<file path="config.mk">
export PLATFORM = sky130hd
export DESIGN_NAME = character_lcd_number_formatter
export DESIGN_NICKNAME = d
export VERILOG_FILES = /design/src/rtl/core/lcdnf_pkg.sv /design/src/rtl/core/lcdnf_bcd.sv /design/src/rtl/core/character_lcd_number_formatter.sv
export SDC_FILE = /design/constraint.sdc
export NUM_CORES = 1
export LEC_CHECK = 0
export BUFFER_PORTS_ARGS = -buffer_cell sky130_fd_sc_hd__buf_2
export CORE_UTILIZATION = 54
export CTS_CLUSTER_DIAMETER = 50
export DETAILED_ROUTE_END_ITERATION = 12
export PLACE_DENSITY = 0.77
export SETUP_SLACK_MARGIN = 0.05
export SYNTH_ARGS = -nofsm -noshare
export SYNTH_HDL_FRONTEND = slang
export SYNTH_SLANG_ARGS = --single-unit
</file>
<file path="constraint.sdc">
create_clock -name clk -period 2.9 [get_ports clk]
set_clock_uncertainty 0.05 [all_clocks]
set_input_delay 0.58 -clock clk [delete_from_list [all_inputs] [get_ports clk]]
set_output_delay 0.58 -clock clk [all_outputs]
set_load 0.01 [all_outputs]
</file>
<file path="src/rtl/core/lcdnf_pkg.sv">
// ----------------------------------------------------------------------------
// lcdnf_pkg
// Shared types and constants for the character LCD number formatter.
// ----------------------------------------------------------------------------
`default_nettype none

package lcdnf_pkg;

  localparam int unsigned VAL_W      = 16;
  localparam int unsigned BCD_DIGITS = 5;
  localparam int unsigned BCD_W      = 4 * BCD_DIGITS;
  localparam int unsigned CNT_W      = $clog2(VAL_W + 1);

  localparam logic [7:0] CMD_SET_ADDR = 8'h80;
  localparam logic [7:0] LINE2_OFFSET = 8'h40;
  localparam logic [7:0] ASCII_ZERO   = 8'h30;
  localparam logic [7:0] ASCII_A      = 8'h41;
  localparam logic [7:0] ASCII_X      = 8'h78;
  localparam logic [7:0] ASCII_PLUS   = 8'h2B;
  localparam logic [7:0] ASCII_MINUS  = 8'h2D;

  typedef enum logic [2:0] {
    OP_CHAR = 3'd0,
    OP_UDEC = 3'd1,
    OP_SDEC = 3'd2,
    OP_HEX  = 3'd3,
    OP_BIN  = 3'd4
  } op_t;

  typedef struct packed {
    logic load;
    logic shift;
  } bcd_ctrl_t;

  function automatic logic [7:0] hex_ascii(input logic [3:0] nib);
    logic [7:0] r;
    if (nib < 4'd10) begin
      r = ASCII_ZERO | {4'h0, nib};
    end else begin
      r = ASCII_A + {4'h0, nib} - 8'd10;
    end
    return r;
  endfunction

endpackage

`default_nettype wire

</file>
<file path="src/rtl/core/lcdnf_bcd.sv">
// ----------------------------------------------------------------------------
// lcdnf_bcd
// Serial binary to BCD converter, one bit per cycle (shift-and-add-3), with
// the digits read back most significant first through a digit shift.
// ----------------------------------------------------------------------------
`default_nettype none

module lcdnf_bcd (
  input  wire logic                          clk,
  input  wire logic                          rst_n,
  input  wire lcdnf_pkg::bcd_ctrl_t          ctrl,
  input  wire logic [lcdnf_pkg::VAL_W-1:0]   mag,
  output logic                               done,
  output logic [3:0]                         digit
);
  import lcdnf_pkg::*;

  logic [VAL_W-1:0] bin_r, bin_nxt;
  logic [BCD_W-1:0] bcd_r, bcd_nxt;
  logic [BCD_W-1:0] bcd_adj;
  logic [CNT_W-1:0] cnt_r, cnt_nxt;
  logic             done_r, done_nxt;

  always_comb begin
    for (int i = 0; i < BCD_DIGITS; i++) begin
      if (bcd_r[4*i +: 4] >= 4'd5) begin
        bcd_adj[4*i +: 4] = bcd_r[4*i +: 4] + 4'd3;
      end else begin
        bcd_adj[4*i +: 4] = bcd_r[4*i +: 4];
      end
    end
  end

  always_comb begin
    bin_nxt  = bin_r;
    bcd_nxt  = bcd_r;
    cnt_nxt  = cnt_r;
    done_nxt = 1'b0;
    if (ctrl.load) begin
      bin_nxt = mag;
      bcd_nxt = '0;
      cnt_nxt = CNT_W'(VAL_W);
    end else if (cnt_r != '0) begin
      bcd_nxt  = {bcd_adj[BCD_W-2:0], bin_r[VAL_W-1]};
      bin_nxt  = {bin_r[VAL_W-2:0], 1'b0};
      cnt_nxt  = cnt_r - CNT_W'(1);
      done_nxt = (cnt_r == CNT_W'(1));
    end else if (ctrl.shift) begin
      bcd_nxt = {bcd_r[BCD_W-5:0], 4'h0};
    end
  end

  always_ff @(posedge clk) begin
    if (!rst_n) begin
      cnt_r  <= '0;
      done_r <= 1'b0;
    end else begin
      cnt_r  <= cnt_nxt;
      done_r <= done_nxt;
    end
    bin_r <= bin_nxt;
    bcd_r <= bcd_nxt;
  end

  assign done  = done_r;
  assign digit = bcd_r[BCD_W-1 -: 4];

endmodule

`default_nettype wire

</file>
<file path="src/rtl/core/character_lcd_number_formatter.sv">
// ----------------------------------------------------------------------------
// character_lcd_number_formatter
// Turns a print request into a run of HD44780-style bus writes.
//
// A request word is taken when start is high and busy is low. Rows 1 and 2
// give a set-cursor command first; any other row gives only characters.
// Opcodes 5 to 7 are dropped and the block stays idle.
// Each bus write appears for one cycle with out_strobe high; out_last marks
// the final write of the request. The receiver cannot stall the block.
// Decimal modes first run a serial binary to BCD conversion, then emit
// one write per cycle, up to 7 writes in all. Char, hex and binary modes
// go straight from idle to the emit state and emit one write per cycle
// from there (1 to 17 writes). busy falls together with the last write,
// so the next request can be taken in the cycle the last write is shown.
// Reset (synchronous, active low) returns the block to idle with no write
// pending.
// ----------------------------------------------------------------------------
`default_nettype none

module character_lcd_number_formatter (
  input  wire logic        clk,
  input  wire logic        rst_n,
  input  wire logic        start,
  output logic             busy,
  input  wire logic [2:0]  in_opcode,
  input  wire logic [7:0]  in_row,
  input  wire logic [7:0]  in_col,
  input  wire logic [15:0] in_value,
  output logic             out_strobe,
  output logic             out_reg_select,
  output logic [7:0]       out_bus_byte,
  output logic             out_last
);
  import lcdnf_pkg::*;

  typedef enum logic [2:0] {
    S_IDLE = 3'b001,
    S_CONV = 3'b010,
    S_EMIT = 3'b100
  } state_t;

  state_t           state_r, state_nxt;
  op_t              op_r, op_nxt;
  logic             cur_pend_r, cur_pend_nxt;
  logic [7:0]       cur_byte_r, cur_byte_nxt;
  logic             neg_r, neg_nxt;
  logic [VAL_W-1:0] val_r, val_nxt;
  logic [1:0]       pre_left_r, pre_left_nxt;
  logic [4:0]       body_left_r, body_left_nxt;
  logic             strobe_r, strobe_nxt;
  logic             rs_r, rs_nxt;
  logic [7:0]       byte_r, byte_nxt;
  logic             last_r, last_nxt;

  bcd_ctrl_t        bcd_ctrl;
  logic [VAL_W-1:0] bcd_mag;
  logic             bcd_done;
  logic [3:0]       bcd_digit;
  logic [7:0]       row_off;

  assign row_off = (in_row == 8'd2) ? LINE2_OFFSET : 8'h00;
  assign bcd_mag = (in_opcode == OP_SDEC && in_value[VAL_W-1]) ?
                   VAL_W'(~in_value + 16'd1) : in_value;

  lcdnf_bcd u_bcd (
    .clk   (clk),
    .rst_n (rst_n),
    .ctrl  (bcd_ctrl),
    .mag   (bcd_mag),
    .done  (bcd_done),
    .digit (bcd_digit)
  );

  always_comb begin
    state_nxt     = state_r;
    op_nxt        = op_r;
    cur_pend_nxt  = cur_pend_r;
    cur_byte_nxt  = cur_byte_r;
    neg_nxt       = neg_r;
    val_nxt       = val_r;
    pre_left_nxt  = pre_left_r;
    body_left_nxt = body_left_r;
    strobe_nxt    = 1'b0;
    rs_nxt        = 1'b1;
    byte_nxt      = byte_r;
    last_nxt      = 1'b0;
    bcd_ctrl      = '0;

    case (state_r)
      S_IDLE: begin
        if (start && in_opcode <= OP_BIN) begin
          op_nxt       = op_t'(in_opcode);
          cur_pend_nxt = (in_row == 8'd1) || (in_row == 8'd2);
          cur_byte_nxt = CMD_SET_ADDR | (in_col - 8'd1 + row_off);
          neg_nxt      = in_value[VAL_W-1];
          val_nxt      = in_value;
          state_nxt    = S_EMIT;
          case (op_t'(in_opcode))
            OP_CHAR: begin
              pre_left_nxt  = 2'd0;
              body_left_nxt = 5'd1;
            end
            OP_UDEC: begin
              pre_left_nxt  = 2'd0;
              body_left_nxt = 5'(BCD_DIGITS);
              bcd_ctrl.load = 1'b1;
              state_nxt     = S_CONV;
            end
            OP_SDEC: begin
              pre_left_nxt  = 2'd1;
              body_left_nxt = 5'(BCD_DIGITS);
              bcd_ctrl.load = 1'b1;
              state_nxt     = S_CONV;
            end
            OP_HEX: begin
              pre_left_nxt  = 2'd2;
              body_left_nxt = 5'(VAL_W / 4);
            end
            default: begin
              pre_left_nxt  = 2'd0;
              body_left_nxt = 5'(VAL_W);
            end
          endcase
        end
      end
      S_CONV: begin
        if (bcd_done) begin
          state_nxt = S_EMIT;
        end
      end
      S_EMIT: begin
        strobe_nxt = 1'b1;
        if (cur_pend_r) begin
          rs_nxt       = 1'b0;
          byte_nxt     = cur_byte_r;
          cur_pend_nxt = 1'b0;
        end else if (pre_left_r != 2'd0) begin
          if (op_r == OP_HEX) begin
            byte_nxt = (pre_left_r == 2'd2) ? ASCII_ZERO : ASCII_X;
          end else begin
            byte_nxt = neg_r ? ASCII_MINUS : ASCII_PLUS;
          end
          pre_left_nxt = pre_left_r - 2'd1;
        end else begin
          case (op_r)
            OP_CHAR: byte_nxt = val_r[7:0];
            OP_UDEC, OP_SDEC: begin
              byte_nxt       = ASCII_ZERO | {4'h0, bcd_digit};
              bcd_ctrl.shift = 1'b1;
            end
            OP_HEX: begin
              byte_nxt = hex_ascii(val_r[VAL_W-1 -: 4]);
              val_nxt  = {val_r[VAL_W-5:0], 4'h0};
            end
            default: begin
              byte_nxt = ASCII_ZERO | {7'h00, val_r[VAL_W-1]};
              val_nxt  = {val_r[VAL_W-2:0], 1'b0};
            end
          endcase
          body_left_nxt = body_left_r - 5'd1;
          if (body_left_r == 5'd1) begin
            last_nxt  = 1'b1;
            state_nxt = S_IDLE;
          end
        end
      end
      default: state_nxt = S_IDLE;
    endcase
  end

  always_ff @(posedge clk) begin
    if (!rst_n) begin
      state_r  <= S_IDLE;
      strobe_r <= 1'b0;
    end else begin
      state_r  <= state_nxt;
      strobe_r <= strobe_nxt;
    end
    op_r        <= op_nxt;
    cur_pend_r  <= cur_pend_nxt;
    cur_byte_r  <= cur_byte_nxt;
    neg_r       <= neg_nxt;
    val_r       <= val_nxt;
    pre_left_r  <= pre_left_nxt;
    body_left_r <= body_left_nxt;
    rs_r        <= rs_nxt;
    byte_r      <= byte_nxt;
    last_r      <= last_nxt;
  end

  assign busy           = (state_r != S_IDLE);
  assign out_strobe     = strobe_r;
  assign out_reg_select = rs_r;
  assign out_bus_byte   = byte_r;
  assign out_last       = strobe_r & last_r;

endmodule

`default_nettype wire

</file>
==> qor.json, run 1 <==
{
  "tightestPinTransition": {"value": 636, "unit": "ps"},
  "final.setup.tns": {"value": 0, "unit": "ps"},
  "initial_antenna_violation_count": {"value": 0},
  "cts.clk_slew.worst_paths": {"value": 90, "unit": "ps"},
  "hp-start": {"value": "rst_n"},
  "cts-hold-fix-buffers": {"value": 0},
  "route.detailed.drc": {"value": 0},
  "synth_area_leader": {"value": "edfxtp_1"},
  "setup-violations-final": {"value": 0},
  "combPwrFrac": {"value": 0.344},
  "worst-path-buf-inv": {"value": 3},
  "final_period_minus_worst_setup_slack": {"value": 2440, "unit": "ps"},
  "grt_max_degree": {"value": 42},
  "wirelength_met1": {"value": 5.01, "unit": "mm"},
  "clock_tree.root_cell": {"value": "clkbuf_8"},
  "cp_data_arrival_time": {"value": 2440, "unit": "ps"},
  "stdcell_count": {"value": 731},
  "grt_pass1_wl": {"value": 17.8, "unit": "mm"},
  "dr_total_vias": {"value": 4190},
  "placed_cells_incl_taps": {"value": 715},
  "track_usage": {"value": 0.225},
  "fp.dieW": {"value": 100, "unit": "um"},
  "hold_class": {"value": "in2reg"},
  "ir_drop": {"value": 0.415, "unit": "mV"},
  "port_buffers": {"value": 48},
  "most_instantiated_cells_after_synthesis": {"value": "nand2_1, edfxtp_1, o21ai_0"},
  "cp.required": {"value": 2900, "unit": "ps"},
  "post-route-cell-area": {"value": 5780, "unit": "um2"},
  "synth_top_flop_cell": {"value": "edfxtp_1"},
  "met3_wirelength_from_detailed_routing": {"value": 443, "unit": "um"},
  "final_hold_viol_count": {"value": 0},
  "placed_cell_area": {"value": 5550, "unit": "um2"},
  "post_cts_buffers": {"value": 0},
  "cpMaxStageDelayCell": {"value": "or3_1"},
  "clk_path_buf_depth": {"value": 2},
  "switchingPower": {"value": 1.63, "unit": "mW"},
  "internal_power": {"value": 3.08, "unit": "mW"},
  "diodes": {"value": 0},
  "numCtsBuffers": {"value": 9},
  "final_nets": {"value": 659},
  "synthMostInstantiatedCell": {"value": "nand2_1"},
  "yosys.cell_types.count": {"value": 56},
  "clock_power_share": {"value": 0.212},
  "synth.net_count": {"value": 613},
  "netlist.area_leader.share": {"value": 0.342},
  "synth_area": {"value": 5180, "unit": "um2"},
  "p_leak": {"value": 2.36, "unit": "nW"},
  "start_kind": {"value": "register"},
  "syn_area_per_cell": {"value": 9.40, "unit": "um2"},
  "postSynth.asyncResetShare": {"value": 0},
  "critPathMostFrequentCell": {"value": "inv_1"},
  "post_synth_main_area_contributors": {"value": "edfxtp_1, dfxtp_1, nand2_1"},
  "power.share.switching": {"value": 0.346},
  "seq_power_share": {"value": 0.445},
  "initial_utilization": {"value": 0.558},
  "tritoncts": {"value": "done"},
  "yosys_warning_total": {"value": 0},
  "power_density": {"value": 814, "unit": "nW/um2"},
  "globalRouteOverflowTotal": {"value": 0},
  "achievable-frequency": {"value": 0.410, "unit": "GHz"},
  "yosysSeqAreaShare": {"value": 0.466},
  "critPathTopFamily": {"value": "buffers and inverters"},
  "critPathMaxFanout": {"value": 16},
  "via_per_inst": {"value": 5.73},
  "postCtsResizedCells": {"value": 0},
  "drtIter0Drc": {"value": 226},
  "syn2layout_area_growth": {"value": 11.6, "unit": "%"},
  "critical_path.cell_chain": {"value": "inv_1, ha_1, inv_1, or3_1, o31ai_2, buf_4"},
  "setup.worst_path.class": {"value": "reg2reg"},
  "timing.critical_path.from": {"value": "pre_left_r[0]"},
  "clock_tree.htree_level_count": {"value": 3},
  "postRouteWirelength": {"value": 10.8, "unit": "mm"},
  "rr_startpoint": {"value": "pre_left_r[0]"},
  "syn_inst": {"value": 551},
  "critical-path-max-stage-delay": {"value": 460, "unit": "ps"},
  "ys_ff_latch": {"value": 91},
  "die_y": {"value": 100, "unit": "um"},
  "maxSlewViolCount": {"value": 0},
  "gp_congestion": {"value": 0.974},
  "cts_sinks": {"value": 91},
  "drt.antenna.violating_nets": {"value": 0},
  "fin_crit_sh": {"value": 0.841},
  "max_cap_violations": {"value": 0},
  "synth-edff-count": {"value": 59},
  "design_power_total": {"value": 4.71, "unit": "mW"},
  "detail_route.wl_per_cell": {"value": 14.8, "unit": "um"},
  "num_io_pins": {"value": 50},
  "max-slew-margin-rel": {"value": 0.576},
  "drive_above_1_share": {"value": 0.138},
  "grt_setup_unrepaired": {"value": "false"},
  "routed-wl-met2": {"value": 5.18, "unit": "mm"},
  "die_area": {"value": 9990, "unit": "um2"},
  "first_global_vias": {"value": 3904},
  "clk_latency_worst_skew_pair": {"value": 350, "unit": "ps"},
  "status": {"value": "complete, no violations"},
  "core": {"value": 9280, "unit": "um2"},
  "crit_path_end_kind": {"value": "register"},
  "fp-row-count": {"value": 35},
  "top_layer_used": {"value": "met4"},
  "drtPass1Iterations": {"value": 7},
  "hpwl_after_dpl": {"value": 7.78, "unit": "mm"}
}
-- logic make-up (layout without fill, tap and decap cells) --
group | count (synthesis) | count (layout) | share of synthesized area
muxes | 10 | 10 | 0.0196
adders and majority gates | 24 | 24 | 0.0594
buffers and inverters | 60 | 111 | 0.0493
and+or+nand+nor | 182 | 182 | 0.167
AOI/OAI and AO/OA | 151 | 151 | 0.184
xor gates and xnor gates | 33 | 33 | 0.0558
DFF | 91 | 91 | 0.466
-- state kept, by name, indices dropped and copies added (netlist names), 5 cells and up --
signal,cells
body_left_r,5
cur_byte_r,7
out_bus_byte,8
u_bcd.bcd_r,20
u_bcd.bin_r,16
u_bcd.cnt_r,5
val_r,16
-- stage by stage --
step / util / hold WS (ps) / setup slack (ps)
final: 0.623 / 400 / 463
after global routing: 0.623 / 409 / 334
after CTS: 0.623 / 387 / 462
after detailed placement: 0.598 / 441 / 396
after global placement: 0.598 / 415 / 419
after floorplan: - / 401 / 420
-- cell type report --
type                    instances  area (um2)
multi-input cells             400        2520
inverters                      36         135
fillers                       813        3500
flip-flops and latches         91        2410
clock buffers                  10         128
repair buffers                 59         323
clock inverters                 6         104
well taps                     129         161
-- path summary, 6_finish.rpt --
check                   endpoint  slack, ps  cells past startpoint
setup reg to reg        val_r[8]        460                      6
setup / recovery        val_r[8]        460                      6
hold reg to reg   u_bcd.bcd_r[1]        450                      2
hold / removal        state_r[0]        400                      2
-- routing by layer --
metal | vias up | GRT usage
li1 | 2073 | -
met1 | 1991 | 0.299
met2 | 109 | 0.372
met3 | 17 | 0.0286
met4 | 0 | 0.0984
met5 | - | 0
-- worst register-to-register path, cell delays in order, from the launching register on --
cell and delay (ps):
edfxtp_1 390, inv_1 100, ha_1 400, inv_1 200, or3_1 460, o31ai_2 250, buf_4 270
-- cells in the final DEF (no fill, tap or decap), types with 3 or more instances in the layout --
cell	synthesis	final
and2_1	5	5
nand3b_1	3	3
or3_1	6	6
a21oi_1	33	33
dfxtp_1	32	32
nor2_1	42	42
nand2b_1	8	8
mux2i_1	9	9
nor3_1	9	9
a31oi_1	13	13
nor4_1	5	5
nand3_1	9	9
xnor2_1	18	18
edfxtp_1	59	59
clkbuf_8	1	9
buf_4	0	11
nand2_1	77	77
ha_1	23	23
inv_1	35	35
a21o_1	3	3
o21ai_1	3	3
bufinv_16	0	3
o21ai_0	46	46
a211oi_1	21	21
o31ai_1	7	6
buf_2	4	48
xor2_1	15	15
nor3b_1	8	8
a22o_1	3	3
-- power groups by stage --
stage | logic, mW | registers, mW | clock network [mW]
6_report | 1.62 | 2.09 | 0.997
4_1_cts | 1.63 | 2.09 | 1.01
3_5_place_dp | 1.61 | 2.11 | 0
3_3_place_gp | 1.51 | 2.10 | 0
5_1_grt | 1.85 | 2.14 | 1.06
2_1_floorplan | 1.29 | 2.02 | 0
(Power assumes the default switching activity.)
==> inputs of run 2 (changes only) <==
Settings changed: CORE_UTILIZATION 54 to 55, PLACE_DENSITY 0.77 to 0.75.
Clock period 2.9 ns to 2.5 ns, I/O delays scaled along.
==> run 2 against run 1 <==
  * Count of clock-buffer cells in the layout fell by 1
  * Sequential share of layout area fell by 0.26 points
  * Total power rose by 16%
  * Non-clock buffer count rose by 7
  * Combinational power rose by 19%
  * First-iteration DRC count rose by 11%
  * Final cell count fell by 1.5%
  * Clock power rose by 11%
  * Worst setup slack got worse by 95 ps
==> qor.json, run 2 (synthesis results as in run 1) <==
{
  "postCtsResizedCells": {"value": 0},
  "rr_startpoint": {"value": "pre_left_r[0]"},
  "critical-path-max-stage-delay": {"value": 390, "unit": "ps"},
  "crit_path_end_kind": {"value": "register"},
  "setup.reg_to_reg.worst_slack": {"value": 370, "unit": "ps"},
  "cts_sinks": {"value": 91},
  "hpwl_after_dpl": {"value": 7.98, "unit": "mm"},
  "setup-violations-final": {"value": 0},
  "ir_drop": {"value": 0.519, "unit": "mV"},
  "fin_crit_sh": {"value": 0.853},
  "via_per_inst": {"value": 5.82},
  "num_io_pins": {"value": 50},
  "clock_tree.htree_level_count": {"value": 3},
  "maxSlewViolCount": {"value": 0},
  "power_density": {"value": 938, "unit": "nW/um2"},
  "max-slew-margin-rel": {"value": 0.688},
  "port_buffers": {"value": 48},
  "syn2layout_area_growth": {"value": 12.3, "unit": "%"},
  "cp_data_arrival_time": {"value": 2360, "unit": "ps"},
  "drtPass1Iterations": {"value": 5},
  "first_global_vias": {"value": 3915},
  "start_kind": {"value": "register"},
  "tightestPinTransition": {"value": 466, "unit": "ps"},
  "grt_max_degree": {"value": 31},
  "tritoncts": {"value": "done"},
  "grt_pass1_wl": {"value": 18.3, "unit": "mm"},
  "dr_total_vias": {"value": 4187},
  "achievable-frequency": {"value": 0.469, "unit": "GHz"},
  "drt.antenna.violating_nets": {"value": 0},
  "r2r_end": {"value": "u_bcd.bcd_r[18]"},
  "largest_register_ff_count": {"value": 20},
  "fp-row-count": {"value": 35},
  "die_area": {"value": 9810, "unit": "um2"},
  "cts.clk_slew.worst_paths": {"value": 100, "unit": "ps"},
  "top_register": {"value": "u_bcd.bcd_r"},
  "drive_above_1_share": {"value": 0.149},
  "postRouteWirelength": {"value": 10.9, "unit": "mm"},
  "final.setup.tns": {"value": 0, "unit": "ps"},
  "reg.largest.list": {"value": "u_bcd.bcd_r x20, u_bcd.bin_r x16, val_r x16"},
  "most_common_library_cell_in_the_layout_ignoring_fill_and_taps": {"value": "nand2_1"},
  "cp.required": {"value": 2720, "unit": "ps"},
  "globalRouteOverflowTotal": {"value": 0},
  "min_path_cells": {"value": 2},
  "critPathMostFrequentCell": {"value": "buf_4"},
  "setup.worst_path.class": {"value": "reg2reg"},
  "route.detailed.drc": {"value": 0},
  "final_period_minus_worst_setup_slack": {"value": 2130, "unit": "ps"},
  "drtIter0Drc": {"value": 251},
  "diodes": {"value": 0},
  "initial_utilization": {"value": 0.563},
  "critPathCapture": {"value": "u_bcd.bcd_r[18]"},
  "final_nets": {"value": 666},
  "gp_congestion": {"value": 0.950},
  "design_power_total": {"value": 5.46, "unit": "mW"},
  "initial_antenna_violation_count": {"value": 0},
  "final_hold_viol_count": {"value": 0},
  "clock_tree.root_cell": {"value": "clkbuf_8"},
  "grt_setup_unrepaired": {"value": "false"},
  "max_cap_violations": {"value": 0},
  "cpMaxStageDelayCell": {"value": "edfxtp_1"},
  "final_cell_mix": {"value": "nand2_1, edfxtp_1, buf_2"},
  "critPathMaxFanout": {"value": 25},
  "critical_path.cell_chain": {"value": "inv_1, ha_1, buf_4, nor3b_1, nand3_2, buf_4, mux2i_1, a211oi_1"},
  "detail_route.wl_per_cell": {"value": 15.1, "unit": "um"},
  "fp.dieW": {"value": 99.1, "unit": "um"},
  "clk_path_buf_depth": {"value": 2},
  "die_y": {"value": 99.1, "unit": "um"},
  "cts-hold-fix-buffers": {"value": 0},
  "track_usage": {"value": 0.236},
  "timing.critical_path.from": {"value": "pre_left_r[0]"},
  "clk_latency_worst_skew_pair": {"value": 360, "unit": "ps"},
  "p_leak": {"value": 2.39, "unit": "nW"},
  "status": {"value": "complete, no violations"},
  "worstRegToRegCells": {"value": 8},
  "hold_class": {"value": "in2reg"},
  "post_cts_buffers": {"value": 0},
  "numCtsBuffers": {"value": 9},
  "core": {"value": 9200, "unit": "um2"}
}
## run 2: cell types whose count changed in the layout (fill, tap and decap cells not counted), sizes merged
cell	change
inv	+1
clkinv	+1
buf	+7
clkbuf	-1
bufinv	-1
## run 2: worst min path at each step
stage	from	end	slack [ps]
2_1_floorplan	u_bcd.cnt_r[4]	u_bcd.cnt_r[4]	400
6_report	rst_n	state_r[0]	330
3_3_place_gp	u_bcd.cnt_r[4]	u_bcd.cnt_r[4]	420
5_1_grt	in_col[0]	cur_byte_r[0]	320
3_5_place_dp	u_bcd.cnt_r[4]	u_bcd.cnt_r[4]	440
4_1_cts	rst_n	state_r[0]	320
## run 2: cell type report
| type | count | area [um2] |
|---|---|---|
| Clock inverter | 7 | 101 |
| Clock buffer | 9 | 124 |
| Sequential cell | 91 | 2410 |
| Inverter | 36 | 135 |
| Fill cell | 763 | 3380 |
| Multi-Input combinational cell | 400 | 2520 |
| Tap cell | 111 | 139 |
| Timing Repair Buffer | 66 | 388 |
## run 2: routing by layer
layer	vias to the layer above	routed length [um]	track usage
li1	2091	-	-
met1	1957	4980	0.318
met2	125	5240	0.396
met3	14	534	0.0390
met4	0	145	0.0633
met5	-	0	0
## run 2: worst max-delay path, delay by kind of cell (launching register included)
family | cells | cell delay [ps]
AOI/OAI and AO/OA | 1 | 280
buffers and inverters | 3 | 520
muxes | 1 | 160
DFF | 1 | 390
adders and majority gates | 1 | 170
and+or+nand+nor | 2 | 480
## run 2: metrics by stage
| step | cells | util | area (um2) | setup slack, ps | hold slack [ps] |
|---|---|---|---|---|---|
| final | 720 | 0.633 | 5820 | 367 | 331 |
| after detailed placement | 704 | 0.608 | 5590 | 81.4 | 442 |
| after global routing | 720 | 0.633 | 5820 | 226 | 316 |
| after floorplan | 551 | - | 5190 | 100 | 401 |
| after global placement | 704 | 0.608 | 5590 | 93.3 | 420 |
| after CTS | 720 | 0.633 | 5820 | 375 | 316 |
## run 2: where the power goes
part	internal (mW)	total [mW]	switching [mW]
Sequential	2.10	2.43	0.328
Clock	0.572	1.11	0.542
Combinational	0.851	1.92	1.07
